File: src/sv/rscl_pkg.sv
// Shared types and constants for the strip restart cleaner.
package rscl_pkg;

   localparam logic [31:0] RESTART_MARK = 32'hFFFF_FFFF;
   localparam logic [31:0] COUNT_MAX    = 32'hFFFF_FFFF;

   // word kinds, emitted in ascending bit order
   localparam int EMIT_W       = 5;
   localparam int EMIT_MARKER  = 0;
   localparam int EMIT_FIRST   = 1;
   localparam int EMIT_SECOND  = 2;
   localparam int EMIT_VERTEX  = 3;
   localparam int EMIT_SUMMARY = 4;

   typedef enum logic [3:0] {
      STRIP_SEEK   = 4'b0001,
      STRIP_ONE    = 4'b0010,
      STRIP_TWO    = 4'b0100,
      STRIP_STREAM = 4'b1000
   } strip_state_type;

   typedef struct packed {
      logic [EMIT_W-1:0] mask;
      logic [31:0]       first;
      logic [31:0]       second;
      logic [31:0]       vertex;
      logic [31:0]       total;
   } cmd_type;

endpackage

File: src/sv/rscl_front.sv
// Front end: accepts index words, tracks strip state and builds emit commands.
module rscl_front
   import rscl_pkg::*;
(
   input  logic        clock,
   input  logic        reset,
   input  logic        req_valid,
   input  logic [31:0] req_vertex_index,
   input  logic        req_end_of_list,
   input  logic        queue_full,
   output logic        push_valid,
   output cmd_type     push_cmd
);

   strip_state_type state_ff, state_in;
   logic [31:0]     first_ff, first_in;
   logic [31:0]     second_ff, second_in;
   logic            emitted_ff, emitted_in;
   logic [31:0]     count_ff, count_in;
   logic            accept;
   logic            add_tri;
   logic [31:0]     count_inc;

   assign accept    = req_valid && !queue_full;
   assign count_inc = (count_ff == COUNT_MAX) ? count_ff : count_ff + 32'd1;

   always_comb begin
      state_in        = state_ff;
      first_in        = first_ff;
      second_in       = second_ff;
      emitted_in      = emitted_ff;
      add_tri         = 1'b0;
      push_cmd        = '0;
      push_cmd.first  = first_ff;
      push_cmd.second = second_ff;
      push_cmd.vertex = req_vertex_index;
      if (req_vertex_index == RESTART_MARK) begin
         state_in = STRIP_SEEK;
      end else begin
         case (state_ff)
            STRIP_SEEK: begin
               first_in = req_vertex_index;
               state_in = STRIP_ONE;
            end
            STRIP_ONE: begin
               second_in = req_vertex_index;
               state_in  = STRIP_TWO;
            end
            STRIP_TWO: begin
               push_cmd.mask[EMIT_MARKER] = emitted_ff;
               push_cmd.mask[EMIT_FIRST]  = 1'b1;
               push_cmd.mask[EMIT_SECOND] = 1'b1;
               push_cmd.mask[EMIT_VERTEX] = 1'b1;
               add_tri    = 1'b1;
               emitted_in = 1'b1;
               state_in   = STRIP_STREAM;
            end
            STRIP_STREAM: begin
               push_cmd.mask[EMIT_VERTEX] = 1'b1;
               add_tri = 1'b1;
            end
            default: begin
               state_in = STRIP_SEEK;
            end
         endcase
      end
      count_in       = add_tri ? count_inc : count_ff;
      push_cmd.total = count_in;
      if (req_end_of_list) begin
         push_cmd.mask[EMIT_SUMMARY] = 1'b1;
         state_in   = STRIP_SEEK;
         emitted_in = 1'b0;
         count_in   = '0;
      end
   end

   assign push_valid = accept && (push_cmd.mask != '0);

   always_ff @(posedge clock) begin
      if (reset) begin
         state_ff   <= STRIP_SEEK;
         emitted_ff <= 1'b0;
         count_ff   <= '0;
      end else if (accept) begin
         state_ff   <= state_in;
         emitted_ff <= emitted_in;
         count_ff   <= count_in;
      end
   end

   always_ff @(posedge clock) begin
      if (accept) begin
         first_ff  <= first_in;
         second_ff <= second_in;
      end
   end

endmodule

File: src/sv/rscl_queue.sv
// Command queue between the front end and the word emitter.
module rscl_queue
   import rscl_pkg::*;
#(
   parameter int DEPTH = 4
) (
   input  logic    clock,
   input  logic    reset,
   input  logic    push_valid,
   input  cmd_type push_cmd,
   input  logic    pop,
   output logic    full,
   output logic    empty,
   output cmd_type head
);

   localparam int PTR_W = (DEPTH > 1) ? $clog2(DEPTH) : 1;
   localparam int CNT_W = $clog2(DEPTH + 1);

   cmd_type            entries_ff [DEPTH];
   logic [PTR_W-1:0]   wr_ptr_ff, wr_ptr_in;
   logic [PTR_W-1:0]   rd_ptr_ff, rd_ptr_in;
   logic [CNT_W-1:0]   count_ff, count_in;
   logic               do_pop;

   assign full   = (count_ff == CNT_W'(DEPTH));
   assign empty  = (count_ff == '0);
   assign head   = entries_ff[rd_ptr_ff];
   assign do_pop = pop && !empty;

   always_comb begin
      wr_ptr_in = wr_ptr_ff;
      rd_ptr_in = rd_ptr_ff;
      count_in  = count_ff;
      if (push_valid) begin
         wr_ptr_in = (wr_ptr_ff == PTR_W'(DEPTH - 1)) ? '0 : wr_ptr_ff + PTR_W'(1);
      end
      if (do_pop) begin
         rd_ptr_in = (rd_ptr_ff == PTR_W'(DEPTH - 1)) ? '0 : rd_ptr_ff + PTR_W'(1);
      end
      if (push_valid && !do_pop) begin
         count_in = count_ff + CNT_W'(1);
      end else if (do_pop && !push_valid) begin
         count_in = count_ff - CNT_W'(1);
      end
   end

   always_ff @(posedge clock) begin
      if (reset) begin
         wr_ptr_ff <= '0;
         rd_ptr_ff <= '0;
         count_ff  <= '0;
      end else begin
         wr_ptr_ff <= wr_ptr_in;
         rd_ptr_ff <= rd_ptr_in;
         count_ff  <= count_in;
      end
   end

   always_ff @(posedge clock) begin
      if (push_valid) begin
         entries_ff[wr_ptr_ff] <= push_cmd;
      end
   end

   a_no_overflow: assert property (@(posedge clock) disable iff (reset)
      push_valid |-> !full)
      else $error("push into full queue");

   a_count_bound: assert property (@(posedge clock) disable iff (reset)
      count_ff <= CNT_W'(DEPTH))
      else $error("queue count out of range");

   a_pop_moves: assert property (@(posedge clock) disable iff (reset)
      (do_pop && !push_valid) |=> (count_ff == $past(count_ff) - CNT_W'(1)))
      else $error("pop did not drain queue");

endmodule

File: src/sv/rscl_back.sv
// Back end: expands queued commands into output words, one per cycle while rsp is not stalled.
module rscl_back
   import rscl_pkg::*;
(
   input  logic        clock,
   input  logic        reset,
   input  logic        empty,
   input  cmd_type     head,
   output logic        pop,
   output logic        rsp_valid,
   input  logic        rsp_stall,
   output logic [31:0] rsp_out_index,
   output logic        rsp_is_summary,
   output logic [31:0] rsp_triangle_total,
   output logic        rsp_last_of_run
);

   logic [EMIT_W-1:0] done_ff, done_in;
   logic [EMIT_W-1:0] rem, sel;
   logic              load, last;
   logic              valid_ff, valid_in;
   logic [31:0]       index_ff, index_in;
   logic              summary_ff;
   logic [31:0]       total_ff, total_in;
   logic              last_ff;

   assign rem  = head.mask & ~done_ff;
   assign sel  = rem & (~rem + EMIT_W'(1));
   assign last = ((rem & ~sel) == '0);
   assign load = !empty && (!valid_ff || !rsp_stall);
   assign pop  = load && last;

   assign valid_in = load || (valid_ff && rsp_stall);

   always_comb begin
      done_in = done_ff;
      if (load) begin
         done_in = last ? '0 : (done_ff | sel);
      end
   end

   always_comb begin
      index_in = '0;
      total_in = '0;
      if (sel[EMIT_MARKER]) begin
         index_in = RESTART_MARK;
      end else if (sel[EMIT_FIRST]) begin
         index_in = head.first;
      end else if (sel[EMIT_SECOND]) begin
         index_in = head.second;
      end else if (sel[EMIT_VERTEX]) begin
         index_in = head.vertex;
      end else begin
         total_in = head.total;
      end
   end

   always_ff @(posedge clock) begin
      if (reset) begin
         done_ff  <= '0;
         valid_ff <= 1'b0;
      end else begin
         done_ff  <= done_in;
         valid_ff <= valid_in;
      end
   end

   always_ff @(posedge clock) begin
      if (load) begin
         index_ff   <= index_in;
         summary_ff <= sel[EMIT_SUMMARY];
         total_ff   <= total_in;
         last_ff    <= last;
      end
   end

   assign rsp_valid          = valid_ff;
   assign rsp_out_index      = index_ff;
   assign rsp_is_summary     = summary_ff;
   assign rsp_triangle_total = total_ff;
   assign rsp_last_of_run    = last_ff;

   a_head_nonempty: assert property (@(posedge clock) disable iff (reset)
      !empty |-> (head.mask != '0))
      else $error("queued command emits nothing");

   a_done_subset: assert property (@(posedge clock) disable iff (reset)
      (done_ff != '0) |-> (!empty && ((done_ff & ~head.mask) == '0)))
      else $error("emit progress lost its command");

   a_summary_last: assert property (@(posedge clock) disable iff (reset)
      (valid_ff && summary_ff) |-> (last_ff && (index_ff == '0)))
      else $error("summary word not last or carries an index");

endmodule

File: src/sv/strip_restart_cleaner.sv
// Top level of the triangle strip restart cleaner.
//
// Input channel req_*: one 32-bit strip vertex index per word, all ones being a
// strip restart, plus an end-of-list flag. Output channel rsp_*: kept indices,
// single restart markers between kept strips, and one summary word carrying the
// saturating triangle total after each end-of-list word. rsp_last_of_run marks
// the final output word caused by one input word.
// Both channels accept a word on a clock edge where valid is high and stall low.
// The first output word of an input word passes through the command queue and
// the output register. Throughput: one input word per cycle while words map
// to at most one output each and rsp is not stalled; the third vertex of a
// strip makes up to four words and an end-of-list up to five, drained one per
// cycle by the emitter unless rsp stalls. A QUEUE_DEPTH-command queue between
// classifier and emitter absorbs bursts; req_stall rises only while it is full.
// A stalled rsp word is held unchanged until taken. Synchronous reset empties
// the queue and output register and restarts strip tracking for a new list.
module strip_restart_cleaner
   import rscl_pkg::*;
#(
   parameter int QUEUE_DEPTH = 4
) (
   input  logic        clock,
   input  logic        reset,
   input  logic        req_valid,
   output logic        req_stall,
   input  logic [31:0] req_vertex_index,
   input  logic        req_end_of_list,
   output logic        rsp_valid,
   input  logic        rsp_stall,
   output logic [31:0] rsp_out_index,
   output logic        rsp_is_summary,
   output logic [31:0] rsp_triangle_total,
   output logic        rsp_last_of_run
);

   logic    push_valid;
   cmd_type push_cmd;
   logic    queue_full;
   logic    queue_empty;
   cmd_type queue_head;
   logic    queue_pop;

   assign req_stall = queue_full;

   rscl_front u_front (
      .clock            (clock),
      .reset            (reset),
      .req_valid        (req_valid),
      .req_vertex_index (req_vertex_index),
      .req_end_of_list  (req_end_of_list),
      .queue_full       (queue_full),
      .push_valid       (push_valid),
      .push_cmd         (push_cmd)
   );

   rscl_queue #(
      .DEPTH (QUEUE_DEPTH)
   ) u_queue (
      .clock      (clock),
      .reset      (reset),
      .push_valid (push_valid),
      .push_cmd   (push_cmd),
      .pop        (queue_pop),
      .full       (queue_full),
      .empty      (queue_empty),
      .head       (queue_head)
   );

   rscl_back u_back (
      .clock              (clock),
      .reset              (reset),
      .empty              (queue_empty),
      .head               (queue_head),
      .pop                (queue_pop),
      .rsp_valid          (rsp_valid),
      .rsp_stall          (rsp_stall),
      .rsp_out_index      (rsp_out_index),
      .rsp_is_summary     (rsp_is_summary),
      .rsp_triangle_total (rsp_triangle_total),
      .rsp_last_of_run    (rsp_last_of_run)
   );

endmodule
File: config.mk
export PLATFORM = sky130hd
export DESIGN_NAME = strip_restart_cleaner
export DESIGN_NICKNAME = d
export VERILOG_FILES = /design/src/sv/rscl_pkg.sv /design/src/sv/rscl_front.sv /design/src/sv/rscl_queue.sv /design/src/sv/rscl_back.sv /design/src/sv/strip_restart_cleaner.sv
export SDC_FILE = /design/constraint.sdc
export NUM_CORES = 1
export LEC_CHECK = 0
export ABC_AREA = 1
export ABC_CLOCK_PERIOD_IN_PS = 10700
export BUFFER_PORTS_ARGS = -buffer_cell sky130_fd_sc_hd__buf_2
export CORE_MARGIN = 3
export CORE_UTILIZATION = 50
export DETAILED_ROUTE_END_ITERATION = 16
export PLACE_DENSITY = 0.69
export SLEW_MARGIN = 20
export SYNTH_ARGS = -nofsm -noshare
export SYNTH_HDL_FRONTEND = slang
export SYNTH_SLANG_ARGS = --single-unit
File: constraint.sdc
create_clock -name clock -period 10.7 [get_ports clock]
set_input_delay 3.21 -clock clock [delete_from_list [all_inputs] [get_ports clock]]
set_output_delay 3.21 -clock clock [all_outputs]
set_load 0.01 [all_outputs]
### After elaboration in Yosys (flattened, before gate mapping)

Memories as Yosys holds them, arrays and structs flattened. A register that Yosys moved wholly into a read port is not among the register bits.
Index checks and enable logic that the tools add are counted.

* memories kept: 1
* flip-flop bits (word level): 180
* memory bits (read-only): 0
* input bits: 37
* bits in latches: 0
* RAM bits: 532

Memories
* u_queue.entries_ff: depth 4, bits a word 133, rd ports 1, clocked after memory_dff 1, wr ports 1, RTL line rscl_queue.sv:20 `cmd_type entries_ff [DEPTH];`

* $lt $le $gt $ge: 0
* reductions and logical operators: 27
* add/sub/neg operators: 6
* bitwise logic cells: 8
* equal/unequal tests: 11
* multipliers: 0
* shift operators: 0
* divide/modulo/power cells: 0
* multiplexer cells: 26

Operators by type and width (count)
* $mux 32: 6
* $eq 32x32->1 const B: 2
* $add 32x1->32 const B: 1
* $pmux 4 s4: 1
* $and 5x5->5: 3
* $not 5->5: 3
* $mux 4: 3
* $mux 3: 3
* $reduce_and 3->1: 3
* $logic_and 1x1->1: 8
* $mux 1: 8
* $mux 2: 4
* $logic_not 1->1: 6
* $add 5x1->5 const B: 1
* $logic_not 5->1: 1
* $mux 5: 1
* $or 5x5->5: 1
* $reduce_bool 5->1: 1
* $add 2x1->2 const B: 2
* $eq 2x2->1 const B: 2
* $eq 4x1->1 const B: 1
* $eq 4x2->1 const B: 1
* $eq 4x3->1 const B: 1
* $eq 4x4->1 const B: 1
* 12 further kinds: 14

### Longest topological paths before layout

* depth after elaboration: 13
* depth in mapped cells: 18

### Hierarchy

Synthesis repeated with hierarchy kept, for this count alone.

* cell total of the unflattened synthesis: 2318
* area total of the unflattened synthesis: 28886.5 µm²

By module, submodules not included
* rscl_queue: cells each 1350, area each 20199.4 µm², sequential area each 16155.5 µm², instances 1
* rscl_front: cells each 670, area each 5357.6 µm², sequential area each 2662.6 µm², instances 1
* rscl_back: cells each 298, area each 3329.4 µm², sequential area each 2102.0 µm², instances 1

### Worst setup path before layout

OpenSTA, ideal clock, no wires.

* kind: input to register
* from: input req_vertex_index[1]
* to: memory u_queue.entries_ff[0][0] (netlist bit), enable pin
* required time: 10.075 ns
* data arrival time: 9.461 ns
* path slack: 0.613 ns
* buffers on the path: 0
* stages: 9
* cell sequence: nand2_1 nor2_1 nand2_1 nor2_1 nand2_2 nand2_4 a21oi_1 inv_1 nor2_1

* longest elaborated chain between the ends: 6

Ends and longest elaborated chain
* from (decl): RTL line strip_restart_cleaner.sv:26 `input logic [31:0] req_vertex_index,`
* $eq 32x32->1: RTL line rscl_front.sv:37 `if (req_vertex_index == RESTART_MARK) begin`
* $mux 4: RTL line rscl_front.sv:37
* $reduce_bool 5->1: RTL line rscl_front.sv:77 `assign push_valid = accept && (push_cmd.mask != '0);`
* $logic_and 1x1->1: RTL line rscl_front.sv:77
* named net push_valid: RTL line strip_restart_cleaner.sv:36 `logic push_valid;`
* $mux 1: RTL line rscl_queue.sv:61 `if (push_valid) begin`
* $mux 1 (implied by the code): RTL line rscl_queue.sv:62 `entries_ff[wr_ptr_ff] <= push_cmd;`
* to (decl): RTL line rscl_queue.sv:20

The timed path passes the listed nets, and every way through them passes these cells.

### Worst setup path after layout

* from: input req_vertex_index[14]
* to: memory u_queue.entries_ff[2][50] (netlist bit), enable pin

The elaborated chain is that of the path after synthesis.

==> impl_metrics.yaml <==
layout:
  seqCellArea_um2: 20810
  fillers: 4350
  final_common_cell: "edfxtp_1"
  nNetsFinal: 2401
  postLayoutCoreUtil: 0.5726
  area_delta_synth_final_pct: 12.77
  multi_input_area_um2: 6534
  drive_gt1_frac: 0.1120
  layout_common_cells: "edfxtp_1 (658), nor2_1 (413), nand2_1 (291), o21ai_0 (269), buf_2 (104)"
routing:
  ant_nets: 0
  firstDrtPassIters: 5
  initialDrtViolationCount: 1644
  finalWirelength_mm: 65.16
  avgViaCountPerCell: 5.655
  routedWlPerCell_um: 20.62
  drc: 0
  num_vias: 17870
synth:
  synth_nets: 2330
  synthesis.instances: 2285
  syn_area_per_cell_um2: 12.31
  synth-edff-count: 658
  yosysWarnings: 0
  async_flop_share: 0
  synth-seq-cells: 710
  yosys.area.top_type: "edfxtp_1"
  synth.top_cells.by_area: "edfxtp_1 (70%), nor2_1 (5.6%), o21ai_0 (4.8%)"
  ys_types: 38
  syn_area_um2: 28140
  synth-seq-area-share: 0.7393
  ys.flop_type: "edfxtp_1"
  synth_top_area_share: 0.7023
critical_path:
  worst-path-buf-inv: 3
  cp.required_ns: 10.92
  critical_path_class: "in -> reg"
  crit_end: "u_queue.entries_ff[2][50]$_DFFE_PP_"
  reg2reg_to: "u_back.rsp_out_index[26]$_SDFFCE_PP1P_"
  cp.arrival_ns: 5.65
  crit_path_top_delay_cell: "buf_12"
  slowest_delay_ns: 0.66
  end_kind: "register"
  crit_path_max_fanout: 132
  startpoint_type: "input pin"
  crit_start: "req_vertex_index[14]"
  crit_family: "buffers and inverters"
  critical_path_depth: 11
  worstPathCellList: "buf_2 -> nand2_1 -> nor2_1 -> nand2_1 -> nor2_1 -> nand2_2 -> nand2_4 -> a21oi_1 -> inv_1 -> nor2_4 -> buf_12"
  reg2reg_depth: 11
  ff2ff_setup_slack_ns: 5.41
clock_network:
  cts_setup_buffers: 0
  clock-root-buffer: "clkbuf_16"
  cts.path.max_buffers: 3
  h-tree-depth: 3
  path_clk_slew_ns: 0.06
  cts.sinks: 710
  cts_tree: "built"
  cts_resized: 0
  ctsHoldBuffers: 0
  clock_latency_ns: 0.61
  numCtsBuffers: 72
job:
  cap_violations: 0
timing:
  maxSlewViolCount: 0
  holdWs_ns: 0.4581
  finalHoldViolations: 0
  rsz0062_at_grt: "no"
  fin_crit_ns: 5.433
  max_slew.worst_pin.slew_ns: 1.063
  fmax_ghz: 0.1840
  fin_crit_sh: 0.5078
  tns_ns: 0
  fin_skew_ns: 0.02204
  setup_viol: 0
  fin_ws_ns: 5.267
  slew_headroom: 0.2916
outcome:
  status: "completed"
place:
  pre_cts_slack_ns: 4.666
  hpwl_mm: 33.84
  numPortBuffers: 104
  gp_congestion: 0.9089
min_path:
  hp-class: "reg -> reg"
die:
  pin_count: 105
  coreArea_um2: 55420
  dieArea_um2: 59150
  fp.dieW_um: 243.2
  initial_utilization: 0.5077
  core.rowCount: 86
  die_h_um: 243.2
global_routing:
  antenna_found_initial: 0
  grt_pass1_wl_mm: 100.3
  grt_pass1_vias: 17560
  grt_overflow: 0
  grt_max_degree: 209
  grt_use_total: 0.2177
pwr:
  p_leak_nw: 10.90
  ir_drop_mv: 0.2127
  powerDensity_nw_per_um2: 249.4
cells in the mapped netlist, types with 3 or more instances:
cell / count
and2_1: 18
ha_1: 7
nand3_1: 93
inv_1: 82
or2_2: 10
nor2_1: 421
nor2_2: 3
dfxtp_1: 52
clkbuf_1: 73
a22oi_1: 29
nand3_2: 5
o21ai_0: 270
a21oi_1: 86
edfxtp_1: 658
buf_6: 3
nand2_1: 291
nor2_4: 3
nand4_1: 6
inv_2: 4
buf_2: 42
o221ai_1: 25
nand2_2: 7
o22ai_1: 65
xor2_1: 14
sequential cells by signal, summed over array words and instances (netlist names), named ones only:
name / flops
u_front.second_ff: 32
u_back.done_ff: 5
u_back.rsp_valid: 1
u_queue.entries_ff: 528
u_back.rsp_triangle_total: 32
u_front.emitted_ff: 1
u_back.rsp_last_of_run: 1
u_back.rsp_out_index: 32
u_front.first_ff: 32
u_back.rsp_is_summary: 1
u_queue.count_ff: 3
u_queue.wr_ptr_ff: 2
u_queue.rd_ptr_ff: 2
u_front.state_ff: 4
u_front.count_ff: 32
worst reg2reg max path, stage by stage, from the launching register on:
cell and delay (ns):
dfxtp_4 0.64, inv_4 0.74, buf_4 0.81, nand3_2 0.25, nand3_2 0.16, nand2_2 0.52
nor3_4 1.04, buf_4 0.47, inv_1 0.17, a21oi_1 0.18, nor2_1 0.06, nand2_1 0.10
per-layer routing:
layer  GRT usage  up-vias  part of all wire
li1            -     8306                 -
met1      0.2814     8867              0.41
met2      0.3793      595              0.51
met3     0.03392      102             0.060
met4     0.06854        0             0.023
met5           0        -                 0
worst min path at each step:
stage	depth (start not counted)	slack, ns	from	end
2_1_floorplan	2	0.42	u_back.done_ff[4]$_SDFFE_PP0P_	u_back.done_ff[4]$_SDFFE_PP0P_
3_3_place_gp	2	0.44	u_back.done_ff[4]$_SDFFE_PP0P_	u_back.done_ff[4]$_SDFFE_PP0P_
3_5_place_dp	2	0.45	u_front.emitted_ff$_SDFFE_PP0P_	u_front.emitted_ff$_SDFFE_PP0P_
4_1_cts	2	0.46	u_front.emitted_ff$_SDFFE_PP0P_	u_front.emitted_ff$_SDFFE_PP0P_
5_1_grt	2	0.48	u_front.emitted_ff$_SDFFE_PP0P_	u_front.emitted_ff$_SDFFE_PP0P_
6_report	2	0.46	u_front.emitted_ff$_SDFFE_PP0P_	u_front.emitted_ff$_SDFFE_PP0P_
area by class of cell:
type / instances / area share
sequential: 710 / 0.6558
multi-input combinational: 1366 / 0.2059
clock buffer: 86 / 0.06010
tap: 748 / 0.02950
timing repair buffer: 119 / 0.02204
clock inverter: 42 / 0.01593
inverter: 87 / 0.01057
antenna: 2 / 0.0001577
stage by stage:
stage          power, mW  cells  area [um^2]
6_report           7.914   3160        31730
5_1_grt            8.304   3158        31720
4_1_cts            7.991   3158        31720
3_5_place_dp       5.427   3030        29310
3_3_place_gp       5.384   3030        29310
2_1_floorplan      4.770   2285        28140
cells by family (layout without fill, tap and decap cells):
| kind of cell | count (synthesis) | after routing | share of synthesized area |
|---|---|---|---|
| DFF | 710 | 710 | 0.7393 |
| AOI/OAI and AO/OA | 480 | 480 | 0.09477 |
| buffers and inverters | 209 | 334 | 0.03082 |
| other | 0 | 2 | 0 |
| and+or+nand+nor | 863 | 863 | 0.1267 |
| adders and majority gates | 8 | 8 | 0.003824 |
| xor gates and xnor gates | 15 | 15 | 0.004670 |
where the power goes:
| part | total (mW) | switching (mW) | leakage (nW) | internal [mW] |
|---|---|---|---|---|
| registers | 3.57 | 0.148 | 6.40 | 3.42 |
| logic | 1.79 | 1.29 | 3.33 | 0.494 |
| clock network | 2.56 | 1.04 | 1.17 | 1.52 |
No activity file was read; power rests on OpenSTA's default activity.
